File: config.mk
export PLATFORM = sky130hd
export DESIGN_NAME = pid_position_motor_drive
export DESIGN_NICKNAME = d
export VERILOG_FILES = /design/src/rtl/pdm_pkg.sv /design/src/rtl/pid_position_motor_drive.sv
export SDC_FILE = /design/constraint.sdc
export NUM_CORES = 2
export LEC_CHECK = 0
export BUFFER_PORTS_ARGS = -buffer_cell sky130_fd_sc_hd__buf_2
export CORE_MARGIN = 2
export CORE_UTILIZATION = 62
export DETAILED_ROUTE_END_ITERATION = 10
export GPL_ROUTABILITY_DRIVEN = 1
export HOLD_SLACK_MARGIN = 0.08
export PLACE_DENSITY = 0.78
export SYNTH_ARGS = -nofsm -noshare
export SYNTH_HDL_FRONTEND = slang
export SYNTH_SLANG_ARGS = --single-unit
export TNS_END_PERCENT = 50
File: constraint.sdc
create_clock -name clk -period 25.6 [get_ports clk]
set_input_delay 1.28 -clock clk [delete_from_list [all_inputs] [get_ports clk]]
set_output_delay 1.28 -clock clk [all_outputs]
set_load 0.005 [all_outputs]
File: src/rtl/pdm_pkg.sv
// ----------------------------------------------------------------------------
// pdm_pkg
// Shared types, codes and constants for the position PID motor drive.
// ----------------------------------------------------------------------------
package pdm_pkg;

    // Field and datapath widths
    localparam int POS_W      = 16;
    localparam int DT_W       = 24;
    localparam int E_W        = 17;
    localparam int DIFF_W     = 18;
    localparam int DMAG_W     = 17;
    localparam int DE_NUM_W   = 37;
    localparam int EDT_W      = 40;
    localparam int INT_W      = 64;
    localparam int URATE_W    = 20;
    localparam int MAG_W      = 44;
    localparam int GAIN_W     = 32;
    localparam int ACC_W      = 62;
    localparam int FRAC_W     = 24;
    localparam int DRV_W      = INT_W - FRAC_W;
    localparam int BYTE_W     = 8;
    localparam int CNT_W      = 6;
    localparam int DIV_STEPS  = INT_W;
    localparam int MUL_STEPS  = GAIN_W;
    localparam int CFG_IDX_W  = 3;
    localparam int CFG_DATA_W = 32;

    // Gain lanes
    localparam int N_LANES = 3;
    localparam int LANE_P  = 0;
    localparam int LANE_D  = 1;
    localparam int LANE_I  = 2;

    // Arithmetic constants
    localparam logic [URATE_W-1:0] USEC_PER_S = URATE_W'(1000000);
    localparam logic [ACC_W-1:0]   TERM_LIMIT = ACC_W'(1) << 60;
    localparam logic [INT_W-1:0]   INT_MAX    = {1'b0, {(INT_W-1){1'b1}}};
    localparam logic [INT_W-1:0]   INT_MIN    = {1'b1, {(INT_W-1){1'b0}}};
    localparam logic [BYTE_W-1:0]  RAISE_TOP  = BYTE_W'(54);

    // Settle counter constants
    localparam logic [BYTE_W-1:0] SETTLE_DROP   = BYTE_W'(5);
    localparam logic [BYTE_W-1:0] SETTLE_RELOAD = BYTE_W'(20);
    localparam logic [BYTE_W-1:0] SETTLE_MAX    = BYTE_W'(255);

    // Register reset values
    localparam logic [POS_W-1:0]  TARGET_RST = POS_W'(2023);
    localparam logic [GAIN_W-1:0] PROP_RST   = GAIN_W'(16777216);
    localparam logic [GAIN_W-1:0] INTEG_RST  = GAIN_W'(336);
    localparam logic [GAIN_W-1:0] DERIV_RST  = GAIN_W'(838861);
    localparam logic [BYTE_W-1:0] BAND_RST   = BYTE_W'(5);
    localparam logic [BYTE_W-1:0] MIN_RST    = BYTE_W'(55);
    localparam logic [BYTE_W-1:0] THR_RST    = BYTE_W'(2);
    localparam logic [BYTE_W-1:0] MAX_RST    = BYTE_W'(255);

    typedef enum logic [CFG_IDX_W-1:0] {
        CFG_TARGET    = 3'd0,
        CFG_PROP_GAIN = 3'd1,
        CFG_INTEG_GAIN = 3'd2,
        CFG_DERIV_GAIN = 3'd3,
        CFG_SETTLE    = 3'd4,
        CFG_MIN_DRIVE = 3'd5,
        CFG_MIN_THR   = 3'd6,
        CFG_MAX_DRIVE = 3'd7
    } cfg_idx_t;

    typedef enum logic [1:0] {
        DIR_FWD  = 2'd0,
        DIR_REV  = 2'd1,
        DIR_STOP = 2'd2
    } dir_t;

    typedef enum logic [3:0] {
        ST_IDLE,
        ST_DIFF,
        ST_PROD,
        ST_INTEG,
        ST_DIV,
        ST_MUL,
        ST_SUM1,
        ST_SUM2,
        ST_DONE
    } state_t;

    typedef struct packed {
        logic signed [POS_W-1:0] position;
        logic [DT_W-1:0]         elapsed_us;
    } in_item_t;

    typedef struct packed {
        logic [BYTE_W-1:0] pwm_duty;
        logic [1:0]        direction;
        logic              run_done;
    } out_item_t;

endpackage

File: src/rtl/pid_position_motor_drive.sv
// ----------------------------------------------------------------------------
// pid_position_motor_drive
// Position PID controller with saturating integral, PWM cap and deadband raise.
// ----------------------------------------------------------------------------
// One input beat is one control tick: encoder position and microseconds since
// the last tick. The block returns one result beat per tick with duty,
// direction and a run-done flag. It works on one tick at a time and is ready
// for the next one only once the result of the last is loaded into the output
// register. Two bit-serial restoring dividers run side by side (the
// derivative by elapsed time, and the 64-bit integral by one million),
// followed by three shift-add gain multipliers that run side by side, one
// gain bit per cycle. A finished result waits in the output register, so the
// block takes the next tick while it is unread; it only stalls in its last
// step if a second result is ready before the first is taken. Configuration
// writes land at once and should only be issued while no tick is in flight.
module pid_position_motor_drive
    import pdm_pkg::*;
(
    input  logic                  clk,
    input  logic                  rst_n,
    input  logic                  in_valid,
    output logic                  in_ready,
    input  in_item_t              in_data,
    output logic                  out_valid,
    input  logic                  out_ready,
    output out_item_t             out_data,
    input  logic                  cfg_we,
    input  logic [CFG_IDX_W-1:0]  cfg_index,
    input  logic [CFG_DATA_W-1:0] cfg_data
);

    // ------------------------------------------------------------------
    // Configuration registers
    // ------------------------------------------------------------------
    logic [POS_W-1:0]  target_reg;
    logic [GAIN_W-1:0] gain_reg [N_LANES];
    logic [BYTE_W-1:0] band_reg;
    logic [BYTE_W-1:0] min_drive_reg;
    logic [BYTE_W-1:0] thr_reg;
    logic [BYTE_W-1:0] max_drive_reg;

    // ------------------------------------------------------------------
    // Control and loop state
    // ------------------------------------------------------------------
    state_t            state_reg, state_next;
    logic [CNT_W-1:0]  cnt_reg;
    logic [E_W-1:0]    prev_reg;
    logic [INT_W-1:0]  integ_reg;
    logic [BYTE_W-1:0] settle_reg;
    logic              out_valid_reg;

    // ------------------------------------------------------------------
    // Per-tick working registers (no reset needed)
    // ------------------------------------------------------------------
    logic [E_W-1:0]      e_reg;
    logic [DT_W-1:0]     dt_reg;
    logic [DIFF_W-1:0]   diff_reg;
    logic [EDT_W-1:0]    edt_mag_reg;
    logic                de_neg_reg;
    logic                int_neg_reg;
    logic [DE_NUM_W-1:0] deq_reg;
    logic [DT_W-1:0]     derem_reg;
    logic [INT_W-1:0]    iq_reg;
    logic [URATE_W-1:0]  irem_reg;
    logic [GAIN_W-1:0]   gsh_reg [N_LANES];
    logic [ACC_W-1:0]    acc_reg [N_LANES];
    logic                sat_reg [N_LANES];
    logic [INT_W-1:0]    sum_reg;
    out_item_t           out_reg;

    // Handshake decode
    logic in_take;
    logic out_load;

    // ------------------------------------------------------------------
    // Error, derivative numerator and integral update
    // ------------------------------------------------------------------
    logic [E_W-1:0]      e_next;
    logic [E_W-1:0]      e_mag;
    logic [DIFF_W-1:0]   diff_next;
    logic [DIFF_W-1:0]   diff_mag;
    logic [DE_NUM_W-1:0] de_num;
    logic [EDT_W-1:0]    edt_mag_next;
    logic [INT_W-1:0]    edt_signed;
    logic [INT_W:0]      int_sum;
    logic [INT_W-1:0]    integ_next;
    logic [INT_W-1:0]    integ_mag;

    assign e_next = {in_data.position[POS_W-1], in_data.position}
                  - {target_reg[POS_W-1], target_reg};
    assign e_mag  = e_reg[E_W-1] ? (E_W'(0) - e_reg) : e_reg;

    assign diff_next = {e_reg[E_W-1], e_reg} - {prev_reg[E_W-1], prev_reg};
    assign diff_mag  = diff_reg[DIFF_W-1] ? (DIFF_W'(0) - diff_reg) : diff_reg;
    assign de_num    = DE_NUM_W'(diff_mag[DMAG_W-1:0]) * DE_NUM_W'(USEC_PER_S);

    assign edt_mag_next = EDT_W'(e_mag[POS_W-1:0]) * EDT_W'(dt_reg);
    assign edt_signed   = e_reg[E_W-1] ? (INT_W'(0) - INT_W'(edt_mag_reg))
                                       : INT_W'(edt_mag_reg);
    assign int_sum      = {integ_reg[INT_W-1], integ_reg}
                        + {edt_signed[INT_W-1], edt_signed};

    // Clamp the running integral at the signed 64-bit limits
    always_comb
    begin
        if (int_sum[INT_W] != int_sum[INT_W-1])
        begin
            integ_next = int_sum[INT_W] ? INT_MIN : INT_MAX;
        end
        else
        begin
            integ_next = int_sum[INT_W-1:0];
        end
    end

    assign integ_mag = integ_reg[INT_W-1] ? (INT_W'(0) - integ_reg) : integ_reg;

    // ------------------------------------------------------------------
    // Bit-serial restoring dividers
    // ------------------------------------------------------------------
    logic [DT_W-1:0]     dt_div;
    logic [DT_W:0]       de_shift;
    logic [DT_W:0]       de_sub;
    logic                de_ge;
    logic [DT_W-1:0]     derem_next;
    logic [DE_NUM_W-1:0] deq_next;
    logic [URATE_W:0]    in_shift;
    logic [URATE_W:0]    in_sub;
    logic                in_ge;
    logic [URATE_W-1:0]  irem_next;
    logic [INT_W-1:0]    iq_next;

    // Treat a zero interval as one microsecond
    assign dt_div = (dt_reg == '0) ? DT_W'(1) : dt_reg;

    assign de_shift   = {derem_reg, deq_reg[DE_NUM_W-1]};
    assign de_sub     = de_shift - {1'b0, dt_div};
    assign de_ge      = de_shift >= {1'b0, dt_div};
    assign derem_next = de_ge ? de_sub[DT_W-1:0] : de_shift[DT_W-1:0];
    assign deq_next   = {deq_reg[DE_NUM_W-2:0], de_ge};

    assign in_shift  = {irem_reg, iq_reg[INT_W-1]};
    assign in_sub    = in_shift - {1'b0, USEC_PER_S};
    assign in_ge     = in_shift >= {1'b0, USEC_PER_S};
    assign irem_next = in_ge ? in_sub[URATE_W-1:0] : in_shift[URATE_W-1:0];
    assign iq_next   = {iq_reg[INT_W-2:0], in_ge};

    // ------------------------------------------------------------------
    // Shift-add gain multipliers, one gain bit per cycle, MSB first.
    // The accumulator only grows, so once past the term limit it stays
    // saturated: hold it there with a sticky flag.
    // ------------------------------------------------------------------
    logic [MAG_W-1:0] mul_op   [N_LANES];
    logic             lane_neg [N_LANES];
    logic [ACC_W-1:0] acc_sum  [N_LANES];
    logic             acc_over [N_LANES];
    logic [INT_W-1:0] term_mag [N_LANES];
    logic [INT_W-1:0] sterm    [N_LANES];

    assign mul_op[LANE_P]   = MAG_W'(e_mag[POS_W-1:0]);
    assign mul_op[LANE_D]   = MAG_W'(deq_reg);
    assign mul_op[LANE_I]   = iq_reg[MAG_W-1:0];
    assign lane_neg[LANE_P] = e_reg[E_W-1];
    assign lane_neg[LANE_D] = de_neg_reg;
    assign lane_neg[LANE_I] = int_neg_reg;

    always_comb
    begin
        for (int i = 0; i < N_LANES; i++)
        begin
            acc_sum[i]  = {acc_reg[i][ACC_W-2:0], 1'b0}
                        + (gsh_reg[i][GAIN_W-1] ? ACC_W'(mul_op[i]) : ACC_W'(0));
            acc_over[i] = acc_sum[i] > TERM_LIMIT;
            term_mag[i] = sat_reg[i] ? INT_W'(TERM_LIMIT) : INT_W'(acc_reg[i]);
            sterm[i]    = lane_neg[i] ? (INT_W'(0) - term_mag[i]) : term_mag[i];
        end
    end

    // ------------------------------------------------------------------
    // Duty, direction and settle counter from the summed drive
    // ------------------------------------------------------------------
    logic              u_neg;
    logic [INT_W-1:0]  u_mag;
    logic [DRV_W-1:0]  drv;
    logic              drv_small;
    logic              drv_over;
    logic              drv_raise;
    logic [BYTE_W-1:0] duty;
    logic              settled;
    logic [BYTE_W-1:0] settle_step;
    logic              run_done;
    logic [BYTE_W-1:0] settle_next;
    logic [1:0]        dir;

    assign u_neg     = sum_reg[INT_W-1];
    assign u_mag     = u_neg ? (INT_W'(0) - sum_reg) : sum_reg;
    assign drv       = u_mag[INT_W-1:FRAC_W];
    assign drv_small = drv[DRV_W-1:BYTE_W] == '0;
    assign drv_over  = !drv_small || (drv[BYTE_W-1:0] > max_drive_reg);
    assign drv_raise = drv_small && (drv[BYTE_W-1:0] >= thr_reg)
                    && (drv[BYTE_W-1:0] <= RAISE_TOP);

    always_comb
    begin
        if (drv_over)
        begin
            duty = max_drive_reg;
        end
        else if (drv_raise)
        begin
            duty = min_drive_reg;
        end
        else
        begin
            duty = drv[BYTE_W-1:0];
        end
    end

    assign settled = e_mag <= E_W'(band_reg);

    always_comb
    begin
        if (settled)
        begin
            settle_step = (settle_reg >= SETTLE_DROP) ? (settle_reg - SETTLE_DROP)
                                                      : BYTE_W'(0);
        end
        else if (settle_reg != SETTLE_MAX)
        begin
            settle_step = settle_reg + BYTE_W'(1);
        end
        else
        begin
            settle_step = settle_reg;
        end
    end

    assign run_done    = settle_step < SETTLE_DROP;
    assign settle_next = run_done ? SETTLE_RELOAD : settle_step;
    assign dir         = settled ? DIR_STOP : (u_neg ? DIR_REV : DIR_FWD);

    // ------------------------------------------------------------------
    // Sequencer: next state
    // ------------------------------------------------------------------
    always_comb
    begin
        state_next = state_reg;
        case (state_reg)
            ST_IDLE:
            begin
                if (in_valid)
                begin
                    state_next = ST_DIFF;
                end
            end
            ST_DIFF:  state_next = ST_PROD;
            ST_PROD:  state_next = ST_INTEG;
            ST_INTEG: state_next = ST_DIV;
            ST_DIV:
            begin
                if (cnt_reg == CNT_W'(DIV_STEPS - 1))
                begin
                    state_next = ST_MUL;
                end
            end
            ST_MUL:
            begin
                if (cnt_reg == CNT_W'(MUL_STEPS - 1))
                begin
                    state_next = ST_SUM1;
                end
            end
            ST_SUM1:  state_next = ST_SUM2;
            ST_SUM2:  state_next = ST_DONE;
            ST_DONE:
            begin
                if (!out_valid_reg || out_ready)
                begin
                    state_next = ST_IDLE;
                end
            end
            default:  state_next = ST_IDLE;
        endcase
    end

    // ------------------------------------------------------------------
    // Sequencer: outputs
    // ------------------------------------------------------------------
    always_comb
    begin
        in_ready = 1'b0;
        out_load = 1'b0;
        case (state_reg)
            ST_IDLE: in_ready = 1'b1;
            ST_DONE: out_load = !out_valid_reg || out_ready;
            default:
            begin
                in_ready = 1'b0;
                out_load = 1'b0;
            end
        endcase
    end

    assign in_take   = in_valid && in_ready;
    assign out_valid = out_valid_reg;
    assign out_data  = out_reg;

    // ------------------------------------------------------------------
    // Configuration writes
    // ------------------------------------------------------------------
    always_ff @(posedge clk or negedge rst_n)
    begin
        if (!rst_n)
        begin
            target_reg       <= TARGET_RST;
            gain_reg[LANE_P] <= PROP_RST;
            gain_reg[LANE_I] <= INTEG_RST;
            gain_reg[LANE_D] <= DERIV_RST;
            band_reg         <= BAND_RST;
            min_drive_reg    <= MIN_RST;
            thr_reg          <= THR_RST;
            max_drive_reg    <= MAX_RST;
        end
        else if (cfg_we)
        begin
            case (cfg_index)
                CFG_TARGET:     target_reg       <= cfg_data[POS_W-1:0];
                CFG_PROP_GAIN:  gain_reg[LANE_P] <= cfg_data;
                CFG_INTEG_GAIN: gain_reg[LANE_I] <= cfg_data;
                CFG_DERIV_GAIN: gain_reg[LANE_D] <= cfg_data;
                CFG_SETTLE:     band_reg         <= cfg_data[BYTE_W-1:0];
                CFG_MIN_DRIVE:  min_drive_reg    <= cfg_data[BYTE_W-1:0];
                CFG_MIN_THR:    thr_reg          <= cfg_data[BYTE_W-1:0];
                CFG_MAX_DRIVE:  max_drive_reg    <= cfg_data[BYTE_W-1:0];
                default:        target_reg       <= target_reg;
            endcase
        end
    end

    // ------------------------------------------------------------------
    // Control state, loop memory and output valid
    // ------------------------------------------------------------------
    always_ff @(posedge clk or negedge rst_n)
    begin
        if (!rst_n)
        begin
            state_reg     <= ST_IDLE;
            cnt_reg       <= '0;
            prev_reg      <= '0;
            integ_reg     <= '0;
            settle_reg    <= SETTLE_RELOAD;
            out_valid_reg <= 1'b0;
        end
        else
        begin
            state_reg <= state_next;

            // Step counter: clear ahead of the divide, advance through
            // the divide and the multiply.
            if (state_reg == ST_INTEG)
            begin
                cnt_reg <= '0;
            end
            else if (state_reg == ST_DIV || state_reg == ST_MUL)
            begin
                cnt_reg <= cnt_reg + CNT_W'(1);
            end

            if (state_reg == ST_DIFF)
            begin
                prev_reg <= e_reg;
            end

            if (state_reg == ST_PROD)
            begin
                integ_reg <= integ_next;
            end

            if (out_load)
            begin
                settle_reg    <= settle_next;
                out_valid_reg <= 1'b1;
            end
            else if (out_ready)
            begin
                out_valid_reg <= 1'b0;
            end
        end
    end

    // ------------------------------------------------------------------
    // Datapath
    // ------------------------------------------------------------------
    always_ff @(posedge clk)
    begin
        if (in_take)
        begin
            e_reg  <= e_next;
            dt_reg <= in_data.elapsed_us;
        end

        if (state_reg == ST_DIFF)
        begin
            diff_reg    <= diff_next;
            edt_mag_reg <= edt_mag_next;
        end

        // Load the derivative divider: |diff| * 1e6 over the interval
        if (state_reg == ST_PROD)
        begin
            deq_reg    <= de_num;
            derem_reg  <= '0;
            de_neg_reg <= diff_reg[DIFF_W-1];
        end

        // Load the integral divider and the gain shifters
        if (state_reg == ST_INTEG)
        begin
            iq_reg      <= integ_mag;
            irem_reg    <= '0;
            int_neg_reg <= integ_reg[INT_W-1];
            for (int i = 0; i < N_LANES; i++)
            begin
                gsh_reg[i] <= gain_reg[i];
                acc_reg[i] <= '0;
                sat_reg[i] <= 1'b0;
            end
        end

        if (state_reg == ST_DIV)
        begin
            iq_reg   <= iq_next;
            irem_reg <= irem_next;
            if (cnt_reg < CNT_W'(DE_NUM_W))
            begin
                deq_reg   <= deq_next;
                derem_reg <= derem_next;
            end
        end

        if (state_reg == ST_MUL)
        begin
            for (int i = 0; i < N_LANES; i++)
            begin
                gsh_reg[i] <= {gsh_reg[i][GAIN_W-2:0], 1'b0};
                if (!sat_reg[i])
                begin
                    acc_reg[i] <= acc_sum[i];
                    sat_reg[i] <= acc_over[i];
                end
            end
        end

        if (state_reg == ST_SUM1)
        begin
            sum_reg <= sterm[LANE_P] + sterm[LANE_D];
        end

        if (state_reg == ST_SUM2)
        begin
            sum_reg <= sum_reg + sterm[LANE_I];
        end

        if (out_load)
        begin
            out_reg.pwm_duty  <= duty;
            out_reg.direction <= dir;
            out_reg.run_done  <= run_done;
        end
    end

    // ------------------------------------------------------------------
    // Assertions
    // ------------------------------------------------------------------

    // A tick just taken keeps the input closed while it is worked on
    assert property (@(posedge clk) disable iff (!rst_n)
        in_valid && in_ready |=> !in_ready)
    else $error("input accepted again right after a tick was taken");

    // A result beat only appears out of the final step
    assert property (@(posedge clk) disable iff (!rst_n)
        $rose(out_valid) |-> $past(state_reg == ST_DONE))
    else $error("result valid rose outside the final step");

    // The settle counter reloads before it can sit below the drop size
    assert property (@(posedge clk) disable iff (!rst_n)
        settle_reg >= SETTLE_DROP)
    else $error("settle counter left below the drop size");

    // The derivative remainder stays below its divisor after the divide
    assert property (@(posedge clk) disable iff (!rst_n)
        state_reg == ST_MUL |-> derem_reg < dt_div)
    else $error("derivative divider remainder out of range");

    // An unsaturated gain product never exceeds the term limit
    assert property (@(posedge clk) disable iff (!rst_n)
        state_reg == ST_SUM1 |->
            (sat_reg[LANE_P] || acc_reg[LANE_P] <= TERM_LIMIT)
         && (sat_reg[LANE_D] || acc_reg[LANE_D] <= TERM_LIMIT)
         && (sat_reg[LANE_I] || acc_reg[LANE_I] <= TERM_LIMIT))
    else $error("gain product passed the term limit without saturating");

endmodule
## Yosys cells after proc, flatten, opt, wreduce, memory -nomap -nowiden

Memories as Yosys holds them, arrays and structs flattened.
Index checks and enable logic that the tools add are counted.

| word-level totals | value |
|---|---|
| bits in registers | 565 |
| memory bits (writable) | 285 |
| output and inout bits | 13 |
| word-level logic and storage cells | 194 |
| memories kept | 3 |

| cells by class | value |
|---|---|
| $add $sub $neg | 21 |
| multipliers | 2 |
| magnitude comparators | 12 |
| equality and inequality tests | 23 |
| muxes and demuxes | 71 |
| bitwise logic cells | 9 |
| reduce and logical (&&, ||, !) cells | 25 |

Memories:

| memory | words | width | rd ports | clocked after memory_dff | wr ports | RTL line | RTL |
|---|---|---|---|---|---|---|---|
| acc_reg | 3 | 62 | 3 | 0 | 3 | pid_position_motor_drive.sv:66 | `logic [ACC_W-1:0] acc_reg [N_LANES];` |
| gsh_reg | 3 | 32 | 3 | 0 | 3 | pid_position_motor_drive.sv:65 | `logic [GAIN_W-1:0] gsh_reg [N_LANES];` |
| sat_reg | 3 | 1 | 3 | 0 | 3 | pid_position_motor_drive.sv:67 | `logic sat_reg [N_LANES];` |

Operators by type and width:

| operator | number |
|---|---|
| 64-bit 2-to-1 mux | 12 |
| 62-bit 2-to-1 mux | 6 |
| 1-bit by 62-bit subtractor with 63-bit output (first input constant) | 3 |
| 62-bit by 61-bit greater-than comparator with 1-bit output (second input constant) | 3 |
| 37-bit 2-to-1 mux | 4 |
| 64-bit adder | 2 |
| 1-bit by 64-bit subtractor with 64-bit output (first input constant) | 2 |
| 24-bit 2-to-1 mux | 5 |
| 32-bit 2-to-1 mux | 3 |
| 64-bit by 64-bit adder with 65-bit output | 1 |
| 62-bit by 16-bit adder with 62-bit output | 1 |
| 62-bit by 37-bit adder with 62-bit output | 1 |
| 62-bit by 44-bit adder with 62-bit output | 1 |
| 20-bit 2-to-1 mux | 3 |
| 8-bit 2-to-1 mux | 6 |
| 44-bit 2-to-1 mux | 1 |
| 1-bit by 40-bit subtractor with 41-bit output (first input constant) | 1 |
| 16-bit by 24-bit multiplier with 40-bit output | 1 |
| 4-bit case mux with 9 select lines | 1 |
| 17-bit 2-to-1 mux | 2 |
| 1-bit by 17-bit subtractor with 17-bit output (first input constant) | 2 |
| 32-bit zero test | 1 |
| 17-bit by 14-bit multiplier with 31-bit output (second input constant) | 1 |
| 25-bit by 24-bit >= comparator with 1-bit output | 1 |
| other kinds (41) | 99 |

## Logic depth before layout (Yosys ltp)

| logic depth | value |
|---|---|
| depth in word-level cells | 7 |
| gate-level depth with buffers | 34 |
| mapped depth without buffers | 31 |

## Worst setup path after synthesis

No wires, ideal clock.

| timing path | value |
|---|---|
| path type | register to register |
| start | reg e_reg[0] |
| end | reg edt_mag_reg[39] (data pin) |
| setup time | 0.260 ns |
| data arrival time | 8.372 ns |
| data required time | 25.340 ns |
| path slack | 16.968 ns |
| cell stages (with the launch flop) | 32 |
| buffers on the path | 3 |
| clock period less this slack | 8.632 ns |
| cells stage by stage | edfxtp_1 -> clkbuf_1 -> inv_1 -> clkbuf_1 -> ha_1 -> nand2_1 -> or3b_1 -> and2_1 -> xnor2_1 -> clkbuf_1 -> nor2_1 -> fa_1 -> fa_1 -> fa_1 -> fa_1 -> fa_1 -> inv_1 -> fa_1 -> inv_1 -> ha_1 -> a21o_1 -> a21o_1 -> a21o_1 -> a211o_1 -> o221ai_1 -> o21ai_0 -> a311oi_1 -> nor3_1 -> or3_1 -> a21oi_1 -> o21a_1 -> xnor2_1 |

| between the ends | value |
|---|---|
| longest elaborated chain between the ends | 3 |

Ends and longest elaborated chain:

| element | RTL line | RTL |
|---|---|---|
| start: declaration | pid_position_motor_drive.sv:55 | `logic [E_W-1:0] e_reg;` |
| start signal: assignment | pid_position_motor_drive.sv:398 | `e_reg <= e_next;` |
| 1-bit by 17-bit subtractor with 17-bit output | pid_position_motor_drive.sv:91 | `assign e_mag = e_reg[E_W-1] ? (E_W'(0) - e_reg) : e_reg;` |
| 17-bit 2-to-1 mux * | pid_position_motor_drive.sv:91 |  |
| 16-bit by 24-bit multiplier with 40-bit output * | pid_position_motor_drive.sv:97 | `assign edt_mag_next = EDT_W'(e_mag[POS_W-1:0]) * EDT_W'(dt_reg);` |
| via edt_mag_next[39] | pid_position_motor_drive.sv:83 | `logic [EDT_W-1:0] edt_mag_next;` |
| end signal: assignment | pid_position_motor_drive.sv:405 | `edt_mag_reg <= edt_mag_next;` |
| end: declaration | pid_position_motor_drive.sv:58 | `logic [EDT_W-1:0] edt_mag_reg;` |

The timed path passes the listed nets; every way through them passes the cells marked *.
A chain may end at the register's enable or synchronous reset.

## Final worst setup path

Same ends and word-level chain as after synthesis.

==> summary.md <==
| Metric | Value |
|---|---|
| Status | `finished, final reports clean` |
| Sink Count | `850` |
| RSZ-0062 raised after global routing | `false` |
| Top cells by area, synth | `edfxtp_1 (20%), fa_1 (9.2%), ha_1 (9.2%)` |
| Max-Slew Margin vs Limit | `13.7%` |
| Commonest non-fill, non-tap cell in the layout | `nand2_1` |
| Number of synthesized flops with an enable pin | `545` |
| Reg area | `around 24,000 um2` |
| Initial antenna violation count | `4` |
| Die Ht | `roughly 370 um` |
| Worst flop-to-flop path startpoint | `e_reg[0]` |
| Resized cells post-CTS | `0` |
| Post-CTS Hold Fix Bufs | `0` |
| DRC viols | `0` |
| Wire length per cell | `between 20 and 25 um` |
| Core Region | `131,000 um2` |
| Final WL | `231,000 um` |
| CTS tree | `built` |
| Synthesized area per cell | `8.57 um2` |
| DP Worst Slack | `roughly 16 ns` |
| Row Count | `133` |
| Routed vias/inst | `~6.3` |
| GRT Util Overall | `33.8%` |
| Least-Margin Pin Slew | `1.29 ns` |
| Fill cells | `between 10k and 15k` |
| #FFs+latches synth | `between 800 and 900` |
| Synth Warn # | `0` |
| Syn Nets | `10.6k` |
| Die ar. | `between 100,000 and 150,000 um2` |
| CTS clk-pin slew, worst paths | `0.06 ns` |
| Gpl congestion | `0.984` |
| Netlist area before placement | `just over 80,000 um2` |
| Synth Instances | `~9.5k` |
| Max incr delay on CP | `1.02 ns` |
| Setup Skew | `0.0868 ns` |
| Sequential element share of the synthesized area | `a little under 30%` |
| Ys flop type | `edfxtp_1` |
| Vias | `70.3k` |
| # port buffers | `92` |
| Slowest-stage cell, CP | `edfxtp_1` |
| Arrival @ worst endpoint | `10.39 ns` |
| Slew Viols, Final | `0` |
| Final setup margin | `15.70 ns` |
| Setup TNS | `0 ns` |
| Clock Tree Root | `clkbuf_16` |
| Synth cell types | `95` |
| Tcrit/Tclk final | `38.7%` |
| Max FFs per register | `186` |
| Fmax | `slightly above 100 MHz` |
| CP Max Fanout | `26` |
| Number of global-route vias before repair | `68.4k` |
| Most frequent cells in the layout | `nand2_1 (1,243), nor2_1 (774), inv_1 (695)` |
| Worst-case clock buffer depth | `3` |
| Iteration-0 DRC Markers | `6,957` |
| Initial Util | `around 62%` |
| Hold_sp | `deq_reg[3]` |
| Final Hold Fails | `0` |
| Tmin final | `9.90 ns` |
| CP startpoint | `e_reg[0]` |
| Multi-input combinational cell area | `53,800 um2` |
| Layout cell share with drive strength beyond 1 | `6.69%` |
| CTS Buf Count | `between 90 and 100` |
| CP Capture Type | `register` |
| Nets | `10.4k` |
| Post-CTS Setup Inserts | `0` |
| Ys async rst share | `28.7%` |
| Layout area overhead | `6.44%` |
| Hpwl dp | `176,000 um` |
| HP Class | `reg -> reg` |
| Crit start category | `register` |
| Crit Path Category | `reg -> reg` |
| First-pass GRT wire length | `369,000 um` |
| Pre-antenna DRT Iters | `6` |
| Synth top area share | `20.0%` |
| Max cap viols | `0` |
| Io pins | `just over 90` |
| Final ANT Viol Nets | `0` |
| Synth area leader | `edfxtp_1` |
| Layout Utilization | `between 60 and 70%` |
| Final Instance Area | `86,900 um2` |
| Largest net degree at the start of global routing | `around 110` |
| Setup Viol. Count Final | `0` |
| H-Tree Depth | `3` |
| Die width | `roughly 370 um` |
| Worst EP required | `between 20 and 30 ns` |
| Area after DPL | `83,400 um2` |
| Grt ovf | `0` |
| Worst skew pair latency | `between 0.7 and 0.8 ns` |
[cell usage after synthesis, drive strengths merged (37+ instances only)]
library cell	n
a21o	263
o31ai	89
or4	53
nand2	1249
dfrtp	202
o21bai	83
dfxtp	61
ha	599
dfstp	42
mux2i	48
a211oi	90
nand4	104
a21boi	37
and2	210
o41ai	49
nor2	777
a21oi	555
nor3	214
xor2	288
mux2	138
edfxtp	545
nand2b	96
a31oi	64
fa	375
o21a	67
or2	51
or3	99
clkbuf	445
inv	696
nand3	198
nor2b	129
and3	101
xnor2	373
o21ai	597
nor4	78
[layer usage]
metal | GRT usage, % | routed length, um
met1 | 45.2 | 95900
met2 | 55.3 | 108000
met3 | 5.19 | 18300
met4 | 12.9 | 9160
met5 | 0 | 27
[worst max-delay path: cells and delay by family, from the launching register on]
family / cells / cell delay [ns]
compound gates: 9 / 2.46
fa+ha+maj: 8 / 3.83
simple gates: 5 / 0.93
buf+inv: 7 / 1.20
flops: 1 / 1.02
xor+xnor: 2 / 0.22
[path summary, 6_finish.rpt]
| check | endpoint | slack [ns] | cells past startpoint |
|---|---|---|---|
| max in group asynchronous | prev_reg[7] | 23.35 | 2 |
| worst min register to register | deq_reg[4] | 0.46 | 2 |
| worst min-delay path | deq_reg[4] | 0.46 | 2 |
| worst max-delay path | edt_mag_reg[39] | 15.70 | 31 |
| worst max register to register | edt_mag_reg[39] | 15.70 | 31 |
| min in group asynchronous | settle_reg[1] | 0.59 | 1 |
[per-stage QoR]
stage	instances	hold WS (ns)
after detailed placement	11000	0.456
after floorplan	9534	0.424
after global placement	11000	0.443
after global routing	11200	0.475
final	11200	0.458
after CTS	11200	0.461
[area by class of cell]
class / count / area share [%]
Sequential cell: 850 / 27.3
Clock inverter: 59 / 1.01
Clock buffer: 121 / 3.01
Inverter: 697 / 3.01
Tap cell: 1755 / 2.53
Multi-Input combinational cell: 7512 / 61.9
Antenna cell: 1 / 0.00288
Timing Repair Buffer: 177 / 1.27
[kinds of logic (layout without fill, tap and decap cells)]
| kind of cell | count (synthesis) | count (layout) | share of synthesized area, % |
|---|---|---|---|
| XOR/XNOR | 661 | 661 | 7.09 |
| flip-flops | 850 | 850 | 29.1 |
| AO/OA/AOI/OAI | 2211 | 2211 | 17.3 |
| buffers and inverters | 1172 | 1054 | 5.40 |
| multiplexers | 186 | 186 | 2.49 |
| adder cells (fa/ha/maj) | 991 | 991 | 18.6 |
| AND/OR/NAND/NOR | 3463 | 3463 | 20.1 |
| other | 0 | 1 | 0 |
Power is not shown: default switching activity piles up to over one toggle a cycle in this logic, so the estimate is an artifact.
